**config.mk**
```make
export PLATFORM = sky130hd
export DESIGN_NAME = thc_ctrl
export DESIGN_NICKNAME = d
export VERILOG_FILES = /design/src/rtl/thc_pkg.sv /design/src/rtl/thc_ctrl.sv
export SDC_FILE = /design/constraint.sdc
export NUM_CORES = 1
export LEC_CHECK = 0
export ABC_AREA = 1
export BUFFER_PORTS_ARGS = -buffer_cell sky130_fd_sc_hd__buf_4
export CORE_MARGIN = 2
export CORE_UTILIZATION = 35
export CTS_BUF_LIST = sky130_fd_sc_hd__clkbuf_8
export DETAILED_ROUTE_END_ITERATION = 6
export SLEW_MARGIN = 15
export SYNTH_ARGS = -nofsm -noshare
export SYNTH_HDL_FRONTEND = slang
export SYNTH_SLANG_ARGS = --single-unit
```
**constraint.sdc**
```tcl
create_clock -name clk -period 1.25 [get_ports clk]
set_input_delay 0.25 -clock clk [delete_from_list [all_inputs] [get_ports clk]]
set_output_delay 0.25 -clock clk [all_outputs]
set_load 0.01 [all_outputs]
```
**src/rtl/thc_pkg.sv**
```systemverilog
`default_nettype none
// ----------------------------------------------------------------------------
// thc_pkg
// Types and constants shared by the tournament Hamiltonian cycle unit.
// ----------------------------------------------------------------------------
package thc_pkg;

  localparam int VW     = 6;   // vertex number width
  localparam int CW     = 7;   // count width, holds 0..64
  localparam int MASK_W = 63;  // beats mask width
  localparam int ROW_W  = 64;  // full row width

  localparam logic ACT_LOAD = 1'b0;
  localparam logic ACT_RUN  = 1'b1;

  typedef struct packed {
    logic              action;
    logic [VW-1:0]     row_vertex;
    logic [MASK_W-1:0] beats_mask;
  } in_word_t;

  typedef struct packed {
    logic [VW-1:0] cycle_vertex;
    logic          last_vertex;
  } out_word_t;

  typedef enum logic [4:0] {
    S_IDLE, S_START, S_B_TOP, S_B_TEST, S_B_EVAL, S_B_LINK,
    S_CI_TEST, S_CI_EVAL, S_SP_I, S_SP_PN, S_SP_J, S_SP_W1, S_SP_W2,
    S_SP_INS, S_EM_LOAD, S_EM_STEP
  } state_t;

  typedef enum logic [4:0] {
    OP_NOP, OP_LOAD, OP_START, OP_B_BEGIN, OP_B_READ, OP_B_ADV, OP_B_INS,
    OP_B_LINK, OP_CI_BEGIN, OP_CI_READ, OP_CI_ADV, OP_CI_DONE, OP_SP_RDPE,
    OP_SP_PN, OP_SP_RDJ, OP_SP_W1, OP_SP_INS1, OP_SP_INS2, OP_SP_NEXTJ,
    OP_SP_NEXTI, OP_EM_BEGIN, OP_EM_LOAD, OP_EM_STEP
  } op_t;

  typedef struct packed {
    op_t op;
  } cmd_t;

  typedef struct packed {
    logic n_zero;     // no vertices in use
    logic v_end;      // all vertices placed in path
    logic cnt_end;    // walk counter reached path length
    logic jc_end;     // walk counter reached cycle length
    logic i_end;      // prefix index reached path length
    logic win;        // last edge lookup result
    logic fit;        // both splice checks passed
    logic have_prev;  // build walk has a predecessor
    logic out_free;   // output register can take a word
  } status_t;

endpackage
`default_nettype wire

```
**src/rtl/thc_ctrl.sv**
```systemverilog
`default_nettype none
// ----------------------------------------------------------------------------
// thc_ctrl
// Sequencer: takes load words and steps path build, cycle seed, splicing and emission.
// ----------------------------------------------------------------------------
module thc_ctrl import thc_pkg::*; (
  input  wire logic    clk,
  input  wire logic    rst,
  input  wire logic    in_valid,
  input  wire logic    in_action,
  output logic         in_stall,
  input  wire status_t sts,
  output cmd_t         cmd
);

  state_t state, state_next;

  always_ff @(posedge clk) begin
    if (rst) begin
      state <= S_IDLE;
    end else begin
      state <= state_next;
    end
  end

  always_comb begin
    state_next = state;
    cmd.op     = OP_NOP;
    in_stall   = 1'b1;
    case (state)
      S_IDLE: begin
        in_stall = 1'b0;
        if (in_valid) begin
          if (in_action == ACT_RUN) begin
            cmd.op     = OP_START;
            state_next = S_START;
          end else begin
            cmd.op = OP_LOAD;
          end
        end
      end
      S_START: state_next = sts.n_zero ? S_IDLE : S_B_TOP;
      S_B_TOP: begin
        if (sts.v_end) begin
          cmd.op     = OP_CI_BEGIN;
          state_next = S_CI_TEST;
        end else begin
          cmd.op     = OP_B_BEGIN;
          state_next = S_B_TEST;
        end
      end
      S_B_TEST: begin
        if (sts.cnt_end) begin
          cmd.op     = OP_B_LINK;   // append at tail
          state_next = S_B_TOP;
        end else begin
          cmd.op     = OP_B_READ;
          state_next = S_B_EVAL;
        end
      end
      S_B_EVAL: begin
        if (sts.win) begin
          cmd.op     = OP_B_ADV;
          state_next = S_B_TEST;
        end else begin
          cmd.op     = OP_B_INS;
          state_next = sts.have_prev ? S_B_LINK : S_B_TOP;
        end
      end
      S_B_LINK: begin
        cmd.op     = OP_B_LINK;
        state_next = S_B_TOP;
      end
      S_CI_TEST: begin
        if (sts.cnt_end) begin
          cmd.op     = OP_CI_DONE;
          state_next = S_SP_I;
        end else begin
          cmd.op     = OP_CI_READ;
          state_next = S_CI_EVAL;
        end
      end
      S_CI_EVAL: begin
        cmd.op     = OP_CI_ADV;
        state_next = S_CI_TEST;
      end
      S_SP_I: begin
        if (sts.i_end) begin
          cmd.op     = OP_EM_BEGIN;
          state_next = S_EM_LOAD;
        end else begin
          cmd.op     = OP_SP_RDPE;
          state_next = S_SP_PN;
        end
      end
      S_SP_PN: begin
        cmd.op     = OP_SP_PN;
        state_next = S_SP_J;
      end
      S_SP_J: begin
        if (sts.jc_end) begin
          cmd.op     = OP_SP_NEXTI;
          state_next = S_SP_I;
        end else begin
          cmd.op     = OP_SP_RDJ;
          state_next = S_SP_W1;
        end
      end
      S_SP_W1: begin
        cmd.op     = OP_SP_W1;
        state_next = S_SP_W2;
      end
      S_SP_W2: begin
        if (sts.fit) begin
          cmd.op     = OP_SP_INS1;
          state_next = S_SP_INS;
        end else begin
          cmd.op     = OP_SP_NEXTJ;
          state_next = S_SP_J;
        end
      end
      S_SP_INS: begin
        cmd.op     = OP_SP_INS2;
        state_next = S_SP_I;
      end
      S_EM_LOAD: begin
        if (sts.jc_end) begin
          state_next = S_IDLE;
        end else if (sts.out_free) begin
          cmd.op     = OP_EM_LOAD;
          state_next = S_EM_STEP;
        end
      end
      S_EM_STEP: begin
        cmd.op     = OP_EM_STEP;
        state_next = S_EM_LOAD;
      end
      default: state_next = S_IDLE;
    endcase
  end

endmodule
`default_nettype wire

```
; ---- After elaboration in Yosys (flattened, before gate mapping)
; Cells that the tools add are included.
[totals]
ff_bits = 5
output_inout_bits = 6
elab_cells = 48
[classes]
n_eq_ne = 18
n_mux = 27
reduce_logical = 2
[ops]
columns = operator, count
row1 = $pmux W5 S16, 1
row2 = $pmux W5 S15, 1
row3 = $eq A5 B4 Y1 const B, 8
row4 = $mux W5, 8
row5 = $eq A5 B3 Y1 const B, 4
row6 = $mux W3, 6
row7 = $mux W2, 8
row8 = $eq A5 B2 Y1 const B, 2
row9 = $mux W4, 2
row10 = $eq A5 B1 Y1 const B, 1
row11 = $logic_not A5 Y1, 1
row12 = $ne A2 B2 Y1 const B, 2
row13 = $ne A3 B3 Y1 const B, 1
row14 = $reduce_and A3 Y1, 1
row15 = $mux W1, 1

; ---- Logic depth before layout (Yosys ltp)
[logic_depth]
word_depth = 3
depth_mapped = 9

; ---- Least setup slack after synthesis
; OpenSTA, ideal clock, no wires.
[synth_path]
path_kind = reg2out
startpoint = reg state[1]
endpoint = out cmd[0] (netlist bit)
arrival_ps = 1079
t_required_ps = 1000
setup_slack_ps = -79
path_stages_with_launch = 7
path_buffers = 1
path_cell_list = dfxtp_1 -> buf_4 -> nor2_4 -> nand2_1 -> nor3_1 -> nor3_1 -> nand2_1
[synth_rtl]
columns = item, line
row1 = "start, declared", thc_ctrl.sv:16  ; state_t state, state_next;
row2 = "start signal, assigned", thc_ctrl.sv:22  ; state <= state_next;
row3 = "end, declared", thc_ctrl.sv:13  ; output cmd_t cmd

==> results.yml <==
cells_and_area:
  largest_reg_flops: 4
  final_util_pct: 76.2
  layout.cells.non_filler: 206
  layout-drive-gt1-share_pct: 56.9
  antenna_cells: 0
  fin_area_mm2: 0.00132
  synthToLayoutAreaGrowth_pct: 103
  largest-register: "state"
  final_cell_mix: "50 x buf_4, 28 x nand2_1, 14 x nand3_1, 11 x nor2_1, 10 x inv_1"
  final_nets: 196
  reg_top3: "state x4"
  final_common_cell: "buf_4"
drt:
  wirelength_um: 2770
  detail_route.wl_per_cell_um: 13.4
  drc: 0
  vias_per_cell: 5.00
  drtAntennaViolNets: 0
  via_count: 1029
  drtIter0Drc: 35
  firstDrtPassIters: 4
timing:
  fin_setup_tns_ns: -2.40
  rsz0062_at_grt: "yes"
  slew_headroom_pct: 83.7
  finalMaxSlewViolations: 0
  clock_skew_ns: 0.000459
  period_needed_ns: 1.63
  finalHoldViolCount: 0
  worst_slew_pin_slew_ns: 0.243
  setup_slack_ns: -0.375
  setup_viol: 9
  period_share_pct: 130
  fmax_ghz: 0.615
  whs_ns: 0.207
setup_path:
  path_max_fanout: 5
  rr_startpoint: "state[1]"
  arrival_ns: 1.38
  slowest_delay_ns: 0.36
  crit_chain: "buf_6, nand2_4, nor2_4, nand2_2, nand3_2, nor3_2, nand2_1, buf_6"
  reg2reg_depth: 8
  worst-path-buf-inv: 2
  r2r_slack_ns: -0.16
  critPathSlowestCell: "dfxtp_4"
  cp.required_ns: 1.00
  cp-startpoint: "state[1]"
  cp_common_cell: "buf_6"
  startpoint_type: "flop"
  path_class: "reg -> out"
  path_depth: 8
  cp-end-kind: "output port"
  r2r_end: "state[2]"
  path_delay_family: "simple AND/OR/NAND/NOR gates"
synth:
  ys_warn_count: 0
  seq_area_frac_synth_pct: 12.4
  synth-seq-cells: 4
  syn-cell-area_um2: 647
  syn_nets: 135
  synth_cell_types: 19
  syn_inst: 122
  syn_area_per_cell_um2: 5.30
die:
  die_y_um: 47.0
  rows: 15
  die_area_mm2: 0.00221
  die-width_um: 47.0
  core_mm2: 0.00173
  io_pins: 19
  start_util_pct: 37.5
place:
  globalplace.congestion: 0.896
  place_area_mm2: 0.00103
  dpl.hpwl_um: 1850
  dp_slack_ns: -0.232
  dp_cells: 193
  portBuffers: 18
clocking:
  cts_buffer_depth: 2
  cts.clk_slew.worst_paths_ns: 0.03
  clock_latency_ns: 0.22
  htree_num_levels: 1
  cts_tree: "yes"
  cts_root_buffer: "clkbuf_8"
  cts_buffers: 3
  clock_sinks: 4
flow_run:
  maxCapViolCount: 0
global_routing:
  gr-total-overflow: 0
  antenna_found_initial: 0
  grt_pass1_wl_um: 3900
  globalRouteTotalUtil_pct: 24.7
  grt_max_degree: 7
  grt_pass1_vias: 914
worst_hold_path:
  min_from: "rst"
  holdCritPathClass: "in -> reg"
  min_to: "state[1]"
  hold_depth: 2
status:
  violations: "negative setup slack"
  status: "finished, violations left"
pwr:
  power_mw: 1.52
  powerDensity_mw_per_mm2: 1150
  leakagePower_nw: 0.691
  vdd_ir_drop_max_mv: 0.717
## layout make-up
type	instances	area, um2
inverter	17	73.8
clock buffer	3	41.3
fill	129	410
sequential	4	95.1
tap	25	31.3
multi-input combinational	100	621
timing repair buffer	57	454
## synth_stat cells, drive strengths merged
library cell | number | area [um2]
o21a | 1 | 7.51
nor3 | 4 | 20.0
nand3b | 2 | 15.0
a21oi | 4 | 20.0
inv | 17 | 63.8
o21ai | 3 | 15.0
dfxtp | 4 | 80.1
nand4 | 4 | 25.0
o211ai | 2 | 15.0
buf | 1 | 7.51
nand3 | 22 | 120
nand2 | 38 | 148
nor2 | 20 | 110
## worst register-to-register path: cells and delay by family, from the launching register on
kind            cells  cell delay (ns)
buf+inv             3             0.37
flops               1             0.36
simple gates        3             0.34
compound gates      2             0.26
## power breakdown
group          switching [mW]  total (mW)  internal (mW)
Combinational           0.506        1.03          0.519
Sequential             0.0578       0.218          0.161
Clock                  0.0667       0.272          0.205
## worst max-delay path by stage
stage | to | slack (ns)
6_report | cmd[0] | -0.38
2_1_floorplan | cmd[2] | -0.03
3_5_place_dp | cmd[0] | -0.23
5_1_grt | cmd[0] | -0.42
4_1_cts | cmd[2] | -0.34
3_3_place_gp | cmd[0] | -0.28
## cell families after synthesis
family	after synthesis	synth area share (%)
AO/OA/AOI/OAI	10	8.90
flip-flops	4	12.4
buffers and inverters	18	11.0
AND/OR/NAND/NOR	90	67.7
## routing by layer
metal | track usage, % | vias up | part of all wire, %
li1 | - | 524 | -
met1 | 31.6 | 472 | 43
met4 | 7.22 | 0 | 2.1
met3 | 1.15 | 8 | 2.6
met2 | 44.7 | 25 | 52
met5 | 0 | - | 0
## repair_timing
| action | CTS | global route |
|---|---|---|
| setup endpoints to repair | 10 | 10 |
| hold buffers | 0 | 0 |
| gates resized for setup | 22 | 26 |
| pin swaps | 6 | 14 |
| setup buffers | 3 | 7 |
Power figures use the tool's default switching activity.
